**src/rtl/ntlv_pkg.sv**
```systemverilog
`timescale 1ns / 1ps
package ntlv_pkg;

	// Done item status codes
	localparam logic [1:0] ST_FOUND    = 2'd0;
	localparam logic [1:0] ST_NONE     = 2'd1;
	localparam logic [1:0] ST_OVERFLOW = 2'd2;

	// TLV type and length marker bytes
	localparam logic [7:0] TYPE_PAD     = 8'h00;
	localparam logic [7:0] TYPE_MESSAGE = 8'h03;
	localparam logic [7:0] TYPE_TERM    = 8'hFE;
	localparam logic [7:0] LEN_LONG     = 8'hFF;

	// Result kinds
	localparam logic KIND_PAYLOAD = 1'b0;
	localparam logic KIND_DONE    = 1'b1;

	// Configuration register indexes
	localparam logic REG_AREA_SIZE_CODE  = 1'b0;
	localparam logic REG_OUTPUT_CAPACITY = 1'b1;

	localparam logic [15:0] CAPACITY_RESET = 16'd960;

	// Action queue between parser and emitter
	localparam int QDEPTH = 4;
	localparam int QAW    = 2;

	typedef struct packed {
		logic       first;
		logic [7:0] area_byte;
	} in_item_t;

	typedef struct packed {
		logic       kind;
		logic [7:0] payload_byte;
		logic [1:0] status;
		logic [9:0] message_length;
		logic       last;
	} out_item_t;

	// One parsed byte's work for the emitter
	typedef struct packed {
		logic       has_byte;
		logic [7:0] data;
		logic       has_done;
		logic [1:0] status;
		logic [9:0] length;
	} action_t;

	typedef struct packed {
		logic full;
		logic empty;
	} q_status_t;

endpackage

```
**src/rtl/ntlv_front.sv**
```systemverilog
`timescale 1ns / 1ps
module ntlv_front #(
	parameter int MAX_AREA = 960
) (
	input  logic              clk,
	input  logic              arst_n,
	input  logic              cfg_we,
	input  logic              cfg_index,
	input  logic [15:0]       cfg_data,
	input  logic              accept,
	input  ntlv_pkg::in_item_t item,
	output logic              act_valid,
	output ntlv_pkg::action_t act
);

	localparam int AW = $clog2(MAX_AREA + 1);
	localparam logic [11:0] MAX12 = 12'(MAX_AREA);
	localparam logic [AW-1:0] MAX_AW = AW'(MAX_AREA);

	localparam logic [2:0] PH_TYPE    = 3'd0;
	localparam logic [2:0] PH_LEN     = 3'd1;
	localparam logic [2:0] PH_LENHI   = 3'd2;
	localparam logic [2:0] PH_LENLO   = 3'd3;
	localparam logic [2:0] PH_SKIP    = 3'd4;
	localparam logic [2:0] PH_PAYLOAD = 3'd5;
	localparam logic [2:0] PH_DONE    = 3'd6;

	logic [7:0]    area_code_q;
	logic [15:0]   cap_q;
	logic [2:0]    phase_q;
	logic [AW-1:0] pos_q;
	logic [AW-1:0] area_q;
	logic          ndef_q;
	logic [7:0]    len_hi_q;
	logic [15:0]   left_q;
	logic [9:0]    found_q;

	logic [11:0]   size_raw;
	logic [AW-1:0] new_area;
	logic [2:0]    eff_phase;
	logic [AW-1:0] eff_pos;
	logic [AW-1:0] eff_area;
	logic          eff_ndef;
	logic [7:0]    eff_len_hi;
	logic [15:0]   eff_left;
	logic [9:0]    eff_found;
	logic [AW-1:0] pos_n;
	logic          at_end;
	logic [AW-1:0] rem;
	logic [15:0]   rem16;
	logic [15:0]   len_w;
	logic [15:0]   len_clip;
	logic          do_resolve;
	logic [7:0]    b;

	logic [2:0]    nxt_phase;
	logic [AW-1:0] nxt_pos;
	logic          nxt_ndef;
	logic [7:0]    nxt_len_hi;
	logic [15:0]   nxt_left;
	logic [9:0]    nxt_found;

	// Hold configuration registers
	always_ff @(posedge clk or negedge arst_n) begin
		if (!arst_n) begin
			area_code_q <= 8'd0;
			cap_q       <= ntlv_pkg::CAPACITY_RESET;
		end else if (cfg_we) begin
			if (cfg_index == ntlv_pkg::REG_AREA_SIZE_CODE) begin
				area_code_q <= cfg_data[7:0];
			end else begin
				cap_q <= cfg_data;
			end
		end
	end

	// Restart state on a first byte, then parse the byte
	always_comb begin
		b        = item.area_byte;
		size_raw = {1'b0, area_code_q, 3'b000};
		if (size_raw == 12'd0 || size_raw > MAX12) begin
			new_area = MAX_AW;
		end else begin
			new_area = size_raw[AW-1:0];
		end

		eff_phase  = item.first ? PH_TYPE : phase_q;
		eff_pos    = item.first ? '0 : pos_q;
		eff_area   = item.first ? new_area : area_q;
		eff_ndef   = item.first ? 1'b0 : ndef_q;
		eff_len_hi = item.first ? 8'd0 : len_hi_q;
		eff_left   = item.first ? 16'd0 : left_q;
		eff_found  = item.first ? 10'd0 : found_q;

		pos_n    = eff_pos + AW'(1);
		at_end   = (pos_n >= eff_area);
		rem      = (eff_area > pos_n) ? (eff_area - pos_n) : '0;
		rem16    = 16'(rem);
		len_w    = (eff_phase == PH_LENLO) ? {eff_len_hi, b} : {8'd0, b};
		len_clip = (len_w > rem16) ? rem16 : len_w;

		nxt_phase  = eff_phase;
		nxt_pos    = eff_pos;
		nxt_ndef   = eff_ndef;
		nxt_len_hi = eff_len_hi;
		nxt_left   = eff_left;
		nxt_found  = eff_found;
		do_resolve = 1'b0;
		act_valid  = 1'b0;
		act        = '0;

		if (!(eff_phase == PH_DONE || eff_pos >= eff_area)) begin
			nxt_pos = pos_n;
			case (eff_phase)
				PH_TYPE: begin
					if (b == ntlv_pkg::TYPE_TERM) begin
						act.has_done = 1'b1;
						act.status   = ntlv_pkg::ST_NONE;
					end else if (b == ntlv_pkg::TYPE_PAD) begin
						if (at_end) begin
							act.has_done = 1'b1;
							act.status   = ntlv_pkg::ST_NONE;
						end
					end else begin
						nxt_ndef = (b == ntlv_pkg::TYPE_MESSAGE);
						if (at_end) begin
							act.has_done = 1'b1;
							act.status   = ntlv_pkg::ST_NONE;
						end else begin
							nxt_phase = PH_LEN;
						end
					end
				end
				PH_LEN: begin
					if (b == ntlv_pkg::LEN_LONG) begin
						if (at_end) begin
							act.has_done = 1'b1;
							act.status   = ntlv_pkg::ST_NONE;
						end else begin
							nxt_phase = PH_LENHI;
						end
					end else begin
						do_resolve = 1'b1;
					end
				end
				PH_LENHI: begin
					nxt_len_hi = b;
					if (at_end) begin
						act.has_done = 1'b1;
						act.status   = ntlv_pkg::ST_NONE;
					end else begin
						nxt_phase = PH_LENLO;
					end
				end
				PH_LENLO: begin
					do_resolve = 1'b1;
				end
				PH_SKIP: begin
					nxt_left = eff_left - 16'd1;
					if (nxt_left == 16'd0) begin
						nxt_phase = PH_TYPE;
					end
				end
				PH_PAYLOAD: begin
					act.has_byte = 1'b1;
					act.data     = b;
					nxt_left     = eff_left - 16'd1;
					if (nxt_left == 16'd0) begin
						act.has_done = 1'b1;
						act.status   = ntlv_pkg::ST_FOUND;
						act.length   = eff_found;
					end
				end
				default: begin
					nxt_phase = PH_DONE;
				end
			endcase

			// Resolve a complete TLV length
			if (do_resolve) begin
				if (eff_ndef) begin
					if (len_clip > cap_q) begin
						act.has_done = 1'b1;
						act.status   = ntlv_pkg::ST_OVERFLOW;
					end else begin
						nxt_found = len_clip[9:0];
						if (len_clip == 16'd0) begin
							act.has_done = 1'b1;
							act.status   = ntlv_pkg::ST_FOUND;
						end else begin
							nxt_left  = len_clip;
							nxt_phase = PH_PAYLOAD;
						end
					end
				end else if (len_w >= rem16 && (len_w != 16'd0 || rem16 == 16'd0)) begin
					act.has_done = 1'b1;
					act.status   = ntlv_pkg::ST_NONE;
				end else if (len_w == 16'd0) begin
					nxt_phase = PH_TYPE;
				end else begin
					nxt_left  = len_w;
					nxt_phase = PH_SKIP;
				end
			end

			if (act.has_done) begin
				nxt_phase = PH_DONE;
			end
			act_valid = accept && (act.has_byte || act.has_done);
		end
	end

	// Advance parse state on each accepted item
	always_ff @(posedge clk or negedge arst_n) begin
		if (!arst_n) begin
			phase_q  <= PH_TYPE;
			pos_q    <= '0;
			area_q   <= MAX_AW;
			ndef_q   <= 1'b0;
			len_hi_q <= 8'd0;
			left_q   <= 16'd0;
			found_q  <= 10'd0;
		end else if (accept) begin
			phase_q  <= nxt_phase;
			pos_q    <= nxt_pos;
			area_q   <= eff_area;
			ndef_q   <= nxt_ndef;
			len_hi_q <= nxt_len_hi;
			left_q   <= nxt_left;
			found_q  <= nxt_found;
		end
	end

	a_done_quiet: assert property (@(posedge clk) disable iff (!arst_n)
		(accept && !item.first && phase_q == PH_DONE) |-> !act_valid)
		else $error("item after done produced a result");

	a_byte_in_payload: assert property (@(posedge clk) disable iff (!arst_n)
		(act_valid && act.has_byte) |-> (item.first == 1'b0 && phase_q == PH_PAYLOAD))
		else $error("payload byte outside payload phase");

	a_area_range: assert property (@(posedge clk) disable iff (!arst_n)
		(area_q != '0) && (area_q <= MAX_AW))
		else $error("area size out of range");

	a_done_sets_phase: assert property (@(posedge clk) disable iff (!arst_n)
		(act_valid && act.has_done) |=> (phase_q == PH_DONE))
		else $error("done item without done phase");

endmodule

```
**src/rtl/ntlv_queue.sv**
```systemverilog
`timescale 1ns / 1ps
module ntlv_queue (
	input  logic                 clk,
	input  logic                 arst_n,
	input  logic                 wr_en,
	input  ntlv_pkg::action_t    wr_data,
	input  logic                 rd_en,
	output ntlv_pkg::action_t    rd_data,
	output ntlv_pkg::q_status_t  stat
);

	localparam int AW = ntlv_pkg::QAW;

	ntlv_pkg::action_t mem [ntlv_pkg::QDEPTH];
	logic [AW-1:0] wr_ptr_q;
	logic [AW-1:0] rd_ptr_q;
	logic [AW:0]   count_q;
	logic          do_wr;
	logic          do_rd;

	assign stat.full  = (count_q == (AW + 1)'(ntlv_pkg::QDEPTH));
	assign stat.empty = (count_q == '0);
	assign do_wr      = wr_en && !stat.full;
	assign do_rd      = rd_en && !stat.empty;
	assign rd_data    = mem[rd_ptr_q];

	// Store pushed actions
	always_ff @(posedge clk) begin
		if (do_wr) begin
			mem[wr_ptr_q] <= wr_data;
		end
	end

	// Advance pointers and occupancy
	always_ff @(posedge clk or negedge arst_n) begin
		if (!arst_n) begin
			wr_ptr_q <= '0;
			rd_ptr_q <= '0;
			count_q  <= '0;
		end else begin
			if (do_wr) begin
				wr_ptr_q <= wr_ptr_q + AW'(1);
			end
			if (do_rd) begin
				rd_ptr_q <= rd_ptr_q + AW'(1);
			end
			if (do_wr && !do_rd) begin
				count_q <= count_q + (AW + 1)'(1);
			end else if (do_rd && !do_wr) begin
				count_q <= count_q - (AW + 1)'(1);
			end
		end
	end

	a_count_bound: assert property (@(posedge clk) disable iff (!arst_n)
		count_q <= (AW + 1)'(ntlv_pkg::QDEPTH))
		else $error("queue occupancy beyond depth");

endmodule

```
**src/rtl/ntlv_back.sv**
```systemverilog
`timescale 1ns / 1ps
module ntlv_back (
	input  logic                clk,
	input  logic                arst_n,
	input  ntlv_pkg::action_t   head,
	input  logic                q_empty,
	output logic                deq,
	output ntlv_pkg::out_item_t result,
	output logic                empty,
	input  logic                pop
);

	ntlv_pkg::out_item_t out_q;
	logic                out_valid_q;
	logic                sub_q;
	logic                slot_free;
	logic                load;
	logic                take_byte;
	ntlv_pkg::out_item_t item_n;

	assign empty     = !out_valid_q;
	assign result    = out_q;
	assign slot_free = !out_valid_q || pop;
	assign load      = slot_free && !q_empty;
	assign take_byte = head.has_byte && !sub_q;
	assign deq       = load && (!take_byte || !head.has_done);

	// Build the next result item from the head action
	always_comb begin
		item_n = '0;
		if (take_byte) begin
			item_n.kind         = ntlv_pkg::KIND_PAYLOAD;
			item_n.payload_byte = head.data;
		end else begin
			item_n.kind           = ntlv_pkg::KIND_DONE;
			item_n.status         = head.status;
			item_n.message_length = (head.status == ntlv_pkg::ST_FOUND) ? head.length : 10'd0;
			item_n.last           = 1'b1;
		end
	end

	// Hold the output register until popped
	always_ff @(posedge clk) begin
		if (load) begin
			out_q <= item_n;
		end
	end

	always_ff @(posedge clk or negedge arst_n) begin
		if (!arst_n) begin
			out_valid_q <= 1'b0;
			sub_q       <= 1'b0;
		end else begin
			if (load) begin
				out_valid_q <= 1'b1;
				sub_q       <= take_byte && head.has_done;
			end else if (pop) begin
				out_valid_q <= 1'b0;
			end
		end
	end

	a_sub_only_split: assert property (@(posedge clk) disable iff (!arst_n)
		sub_q |-> (!q_empty && head.has_byte && head.has_done))
		else $error("split flag set without a two-result action");

endmodule

```
**src/rtl/ndef_tlv_message_extractor_top.sv**
```systemverilog
`timescale 1ns / 1ps
// NDEF TLV extractor for a Type 2 tag data area. Push one data-area byte per cycle; full
// rises only when the four-entry action queue between the parser and the result emitter
// fills. Each accepted byte is parsed in the cycle it is taken, and a byte that causes a
// payload byte and the done item together gives two result items, the payload byte first.
// Results come out through a queue-like port: read result while empty is low and pulse
// pop to take it. Every parse ends with one done item carrying status and, for a found
// message, the clipped length; later bytes give nothing until the next byte with first
// set. Write configuration only while the block is idle.
module ndef_tlv_message_extractor_top #(
	parameter int MAX_AREA = 960
) (
	input  logic                clk,
	input  logic                arst_n,
	input  logic                cfg_we,
	input  logic                cfg_index,
	input  logic [15:0]         cfg_data,
	input  ntlv_pkg::in_item_t  byte_item,
	input  logic                push,
	output logic                full,
	output ntlv_pkg::out_item_t result,
	output logic                empty,
	input  logic                pop
);

	logic                accept;
	logic                act_valid;
	ntlv_pkg::action_t   act;
	ntlv_pkg::action_t   head;
	ntlv_pkg::q_status_t q_stat;
	logic                deq;

	assign full   = q_stat.full;
	assign accept = push && !q_stat.full;

	// Parse and classify incoming bytes
	ntlv_front #(
		.MAX_AREA (MAX_AREA)
	) u_front (
		.clk       (clk),
		.arst_n    (arst_n),
		.cfg_we    (cfg_we),
		.cfg_index (cfg_index),
		.cfg_data  (cfg_data),
		.accept    (accept),
		.item      (byte_item),
		.act_valid (act_valid),
		.act       (act)
	);

	// Decouple parser from emitter
	ntlv_queue u_queue (
		.clk     (clk),
		.arst_n  (arst_n),
		.wr_en   (act_valid),
		.wr_data (act),
		.rd_en   (deq),
		.rd_data (head),
		.stat    (q_stat)
	);

	// Emit result items
	ntlv_back u_back (
		.clk     (clk),
		.arst_n  (arst_n),
		.head    (head),
		.q_empty (q_stat.empty),
		.deq     (deq),
		.result  (result),
		.empty   (empty),
		.pop     (pop)
	);

endmodule
```
**config.mk**
```make
export PLATFORM = sky130hd
export DESIGN_NAME = ndef_tlv_message_extractor_top
export DESIGN_NICKNAME = d
export VERILOG_FILES = /design/src/rtl/ntlv_pkg.sv /design/src/rtl/ntlv_front.sv /design/src/rtl/ntlv_queue.sv /design/src/rtl/ntlv_back.sv /design/src/rtl/ndef_tlv_message_extractor_top.sv
export SDC_FILE = /design/constraint.sdc
export NUM_CORES = 1
export LEC_CHECK = 0
export BUFFER_PORTS_ARGS = -buffer_cell sky130_fd_sc_hd__clkbuf_2
export CELL_PAD_IN_SITES_DETAIL_PLACEMENT = 1
export CELL_PAD_IN_SITES_GLOBAL_PLACEMENT = 1
export CORE_MARGIN = 4
export CORE_UTILIZATION = 30
export CTS_CLUSTER_DIAMETER = 150
export CTS_CLUSTER_SIZE = 16
export DETAILED_ROUTE_END_ITERATION = 10
export PLACE_DENSITY = 0.52
export SLEW_MARGIN = 25
export SYNTH_ARGS = -nofsm -noshare
export SYNTH_HDL_FRONTEND = slang
export SYNTH_HIERARCHICAL = 1
export SYNTH_SLANG_ARGS = --single-unit
```
**constraint.sdc**
```tcl
create_clock -name clk -period 9.8 [get_ports clk]
set_input_delay 1.47 -clock clk [delete_from_list [all_inputs] [get_ports clk]]
set_output_delay 1.47 -clock clk [all_outputs]
set_load 0.005 [all_outputs]
```
==> flow_summary_export.csv <==
group,metric,value,unit
outcome,status,"finished clean",
worst_hold_path,holdCritPathClass,"register to register",
sta,crit_share_post_route,92.48,%
logic_synthesis,synth_area,11220,um^2
sta,timing.final.hold_violations,0,
route,detailroute.via_count,8207,
layout,n_fill_cell,4058,
route,drt_iter0_drc,450,
logic_synthesis,yosysSeqAreaShare,49.57,%
clock_tree,worst_setup_hold_path_clk_slew,0.07,ns
route,route.final.wire_length,32550,um
logic_synthesis,yosys_register_bits,200,
layout,layoutNonFillerInstCount,1562,
logic_synthesis,yosys.area.top_type,"edfxtp_1",
route,drc_errors,0,
logic_synthesis,avgSynthCellArea,11.11,um^2
layout,finish.instance_area,12760,um^2
floorplan,chipWidth,201.4,um
sta,post_layout_minimum_cycle_time,9.063,ns
floorplan,ioPinCount,55,
clock_tree,cts-root-to-sink-buffers,2,
global_route,grt_pass1_vias,8615,
clock_tree,cts.root.buffer_cell,"clkbuf_16",
sta,timing.final.max_slew_violations,0,
layout,antenna_cells,0,
setup_path,crit_arrival,9.40,ns
clock_tree,post_cts_buffers,0,
logic_synthesis,synthMostInstantiatedCell,"edfxtp_1",
flow_run,max_cap_violations,0,
layout,multi_input_area,5214,um^2
sta,max_slew.worst_pin.slew,0.9700,ns
setup_path,worst_setup_path_end_kind,"register",
setup_path,critical_path.top_delay_family,"compound AO/OA/AOI/OAI gates",
global_route,grt_overflow_total,0,
floorplan,row_count,70,
clock_tree,tritoncts.num_buffers,17,
setup_path,crit_path_max_incr_delay,0.58,ns
clock_tree,clk_latency,0.46,ns
floorplan,core_area,36790,um^2
pwr,fin_total_pwr,3.272,mW
route,number_of_iterations_in_the_first_detailed_routing_pass,6,
setup_path,worstSetupStartpointType,"input port",
floorplan,initial_utilization,30.50,%
logic_synthesis,synth.top_cells.by_count,"109 x edfxtp_1, 83 x dfrtp_1, 75 x nand2_1",
setup_path,crit_path_max_fanout,17,
global_route,globalRouteTotalUtil,16.33,%
layout,num-nets-final,1167,
logic_synthesis,synth_largest_type_area_fraction,29.18,%
placed_design,place_area,12150,um^2
placed_design,dp.cells,1530,
global_route,global_route_wire_length_before_repair,51760,um
sta,timing.clock.skew,0.01791,ns
layout,post_route_cells_drive_above_1_share,18.74,%
pwr,cell_area_power_density,256.4,nW/um^2
clock_tree,cts.sinks,200,
logic_synthesis,netlist-cell-type-count,83,
clock_tree,ctsHtreeMaxLevel,4,
pwr,vdd_ir_drop_max,135.9,uV
setup_path,worstSetupPathType,"input port to register",
route,drt-wirelength-per-cell,20.84,um
sta,fmax,110.3,MHz
setup_path,required,10.14,ns
sta,grt_setup_unrepaired,"no",
placed_design,buffers_added_on_ports,54,
layout,areaGrowthSynthToFinish,13.75,%
logic_synthesis,synth_warnings,6,
placed_design,gp_routability_congestion,0.8328,
logic_synthesis,netlist_top_cells_area,"edfxtp_1 29%, dfrtp_1 19%, ha_1 5.9%, mux4_2 4.2%, mux2_2 2.5%",
logic_synthesis,share_of_async_settable_or_async_resettable_flops_after_synthesis,45.50,%
placed_design,place_hpwl,23700,um
route,drt-vias-per-instance,5.254,
layout,area_taken_by_flip_flops_and_latches,5560,um^2
logic_synthesis,synth_edf_count,109,
global_route,antenna_found_initial,0,
clock_tree,number_of_hold_repair_buffers_added_at_the_cts_stage,0,
global_route,largest_net_degree_at_the_start_of_global_routing,62,
setup_path,crit_path_frequent_cell,"ha_1",
logic_synthesis,syn-instance-count,1010,
logic_synthesis,ys_dominant_reg_cell,"edfxtp_1",
pwr,leakagePower,5.209,nW
setup_path,slowest_stage,"o21ai_0",
clock_tree,cts_tree,"built",
sta,final_setup_violation_count,0,
sta,whs,0.4769,ns
floorplan,die_extent_in_y,201.4,um
floorplan,floorplan.die_area,40550,um^2
setup_path,worstPathBufferInverterCount,5,
sta,relSlewSlack,35.09,%
route,remaining_antenna_violation_count,0,
==> final cells by class <==
| cell class | instances | share of cell area (%) |
|---|---|---|
| sequential | 200 | 43.57 |
| multi-input combinational | 705 | 40.86 |
| tap | 468 | 4.589 |
| timing repair buffer | 93 | 4.432 |
| clock buffer | 19 | 3.638 |
| inverter | 64 | 1.883 |
| clock inverter | 13 | 1.030 |
==> worst min-delay path, delay by kind of cell (launching register included) <==
kind             cells  cell delay (ns)
AO/OA/AOI/OAI        1             0.06
AND/OR/NAND/NOR      1             0.04
flip-flops           1             0.34
==> path summary, 6_finish.rpt <==
kind / startpoint / to / slack (ns) / cells past startpoint
min in group asynchronous: arst_n / u_front/pos_q[1]$_DFFE_PN0P_ / 0.96 / 1
min reg2reg: u_front/found_q[0]$_DFFE_PN0P_ / u_front/found_q[0]$_DFFE_PN0P_ / 0.48 / 2
max: byte_item[8] / u_queue/count_q[1]$_DFFE_PN0P_ / 0.74 / 35
max in group asynchronous: arst_n / u_front/cap_q[1]$_DFFE_PN0P_ / 7.63 / 2
max reg2reg: u_front/area_code_q[3]$_DFFE_PN0P_ / u_queue/count_q[1]$_DFFE_PN0P_ / 1.56 / 34
min: u_front/found_q[0]$_DFFE_PN0P_ / u_front/found_q[0]$_DFFE_PN0P_ / 0.48 / 2
==> power by group <==
part           internal (mW)  switching, mW  leakage [nW]
clock                  0.361          0.357         0.298
combinational          0.565          0.800          2.76
sequential              1.07          0.120          2.16
==> cell families after synthesis <==
group,count (synthesis),share of synthesized area (%)
and+or+nand+nor,321,15.21
AOI/OAI and AO/OA,240,14.53
DFF,200,49.56
buffers and inverters,110,4.383
adders and majority gates,55,6.268
muxes,53,7.540
xor gates and xnor gates,30,2.465
other,1,0.03343
==> layout by cell type, fill, tap and decap left out, types with 10 or more instances in the layout <==
master,instances
a211oi_1,13
a21oi_1,44
a22o_1,19
a31oi_1,11
and2_1,27
and3_1,26
buf_4,40
clkbuf_16,18
clkbuf_2,53
dfrtp_1,83
edfxtp_1,109
ha_1,53
inv_1,64
mux2_2,25
mux4_2,21
nand2_1,75
nand3_1,17
nand4_1,15
nor2_1,61
nor2b_1,18
nor3_1,20
o211ai_1,10
o21a_1,10
o21ai_0,43
o22a_1,10
o31ai_1,11
xnor2_1,19
xor2_1,10
==> metal layers <==
| metal | vias up | wire [um] | track usage [%] | part of all wire, % |
|---|---|---|---|---|
| met2 | 121 | 15950 | 27.72 | 49 |
| met3 | 31 | 931 | 2.401 | 2.9 |
| met4 | 0 | 627 | 4.883 | 1.9 |
| met1 | 4152 | 15040 | 21.73 | 46 |
| met5 | - | 0 | 0 | 0 |
| li1 | 3903 | - | - | - |
==> through the flow <==
step	setup slack, ns	utilization, %	TNS, ns
after global routing	0.01916	34.69	0
final	0.7370	34.69	0
after global placement	0.1547	33.02	0
after CTS	0.2898	34.66	0
after floorplan	0.07494	-	0
after detailed placement	-0.1725	33.04	-0.2449
==> state kept, by name (all words and copies together), names as in the netlist, 3 cells and up <==
register             flops
u_front/area_code_q      8
u_front/phase_q          3
u_front/cap_q           16
u_front/found_q         10
u_queue/count_q          3
u_back/result           21
u_front/pos_q           10
u_front/area_q          10
u_front/left_q          16
u_queue/mem             88
u_front/len_hi_q         8
==> what timing repair did <==
item,4_1_cts,5_1_grt
setup endpoints to repair,0,91
resized for setup,0,4
hold endpoints to repair,0,0
(Power assumes the default switching activity.)
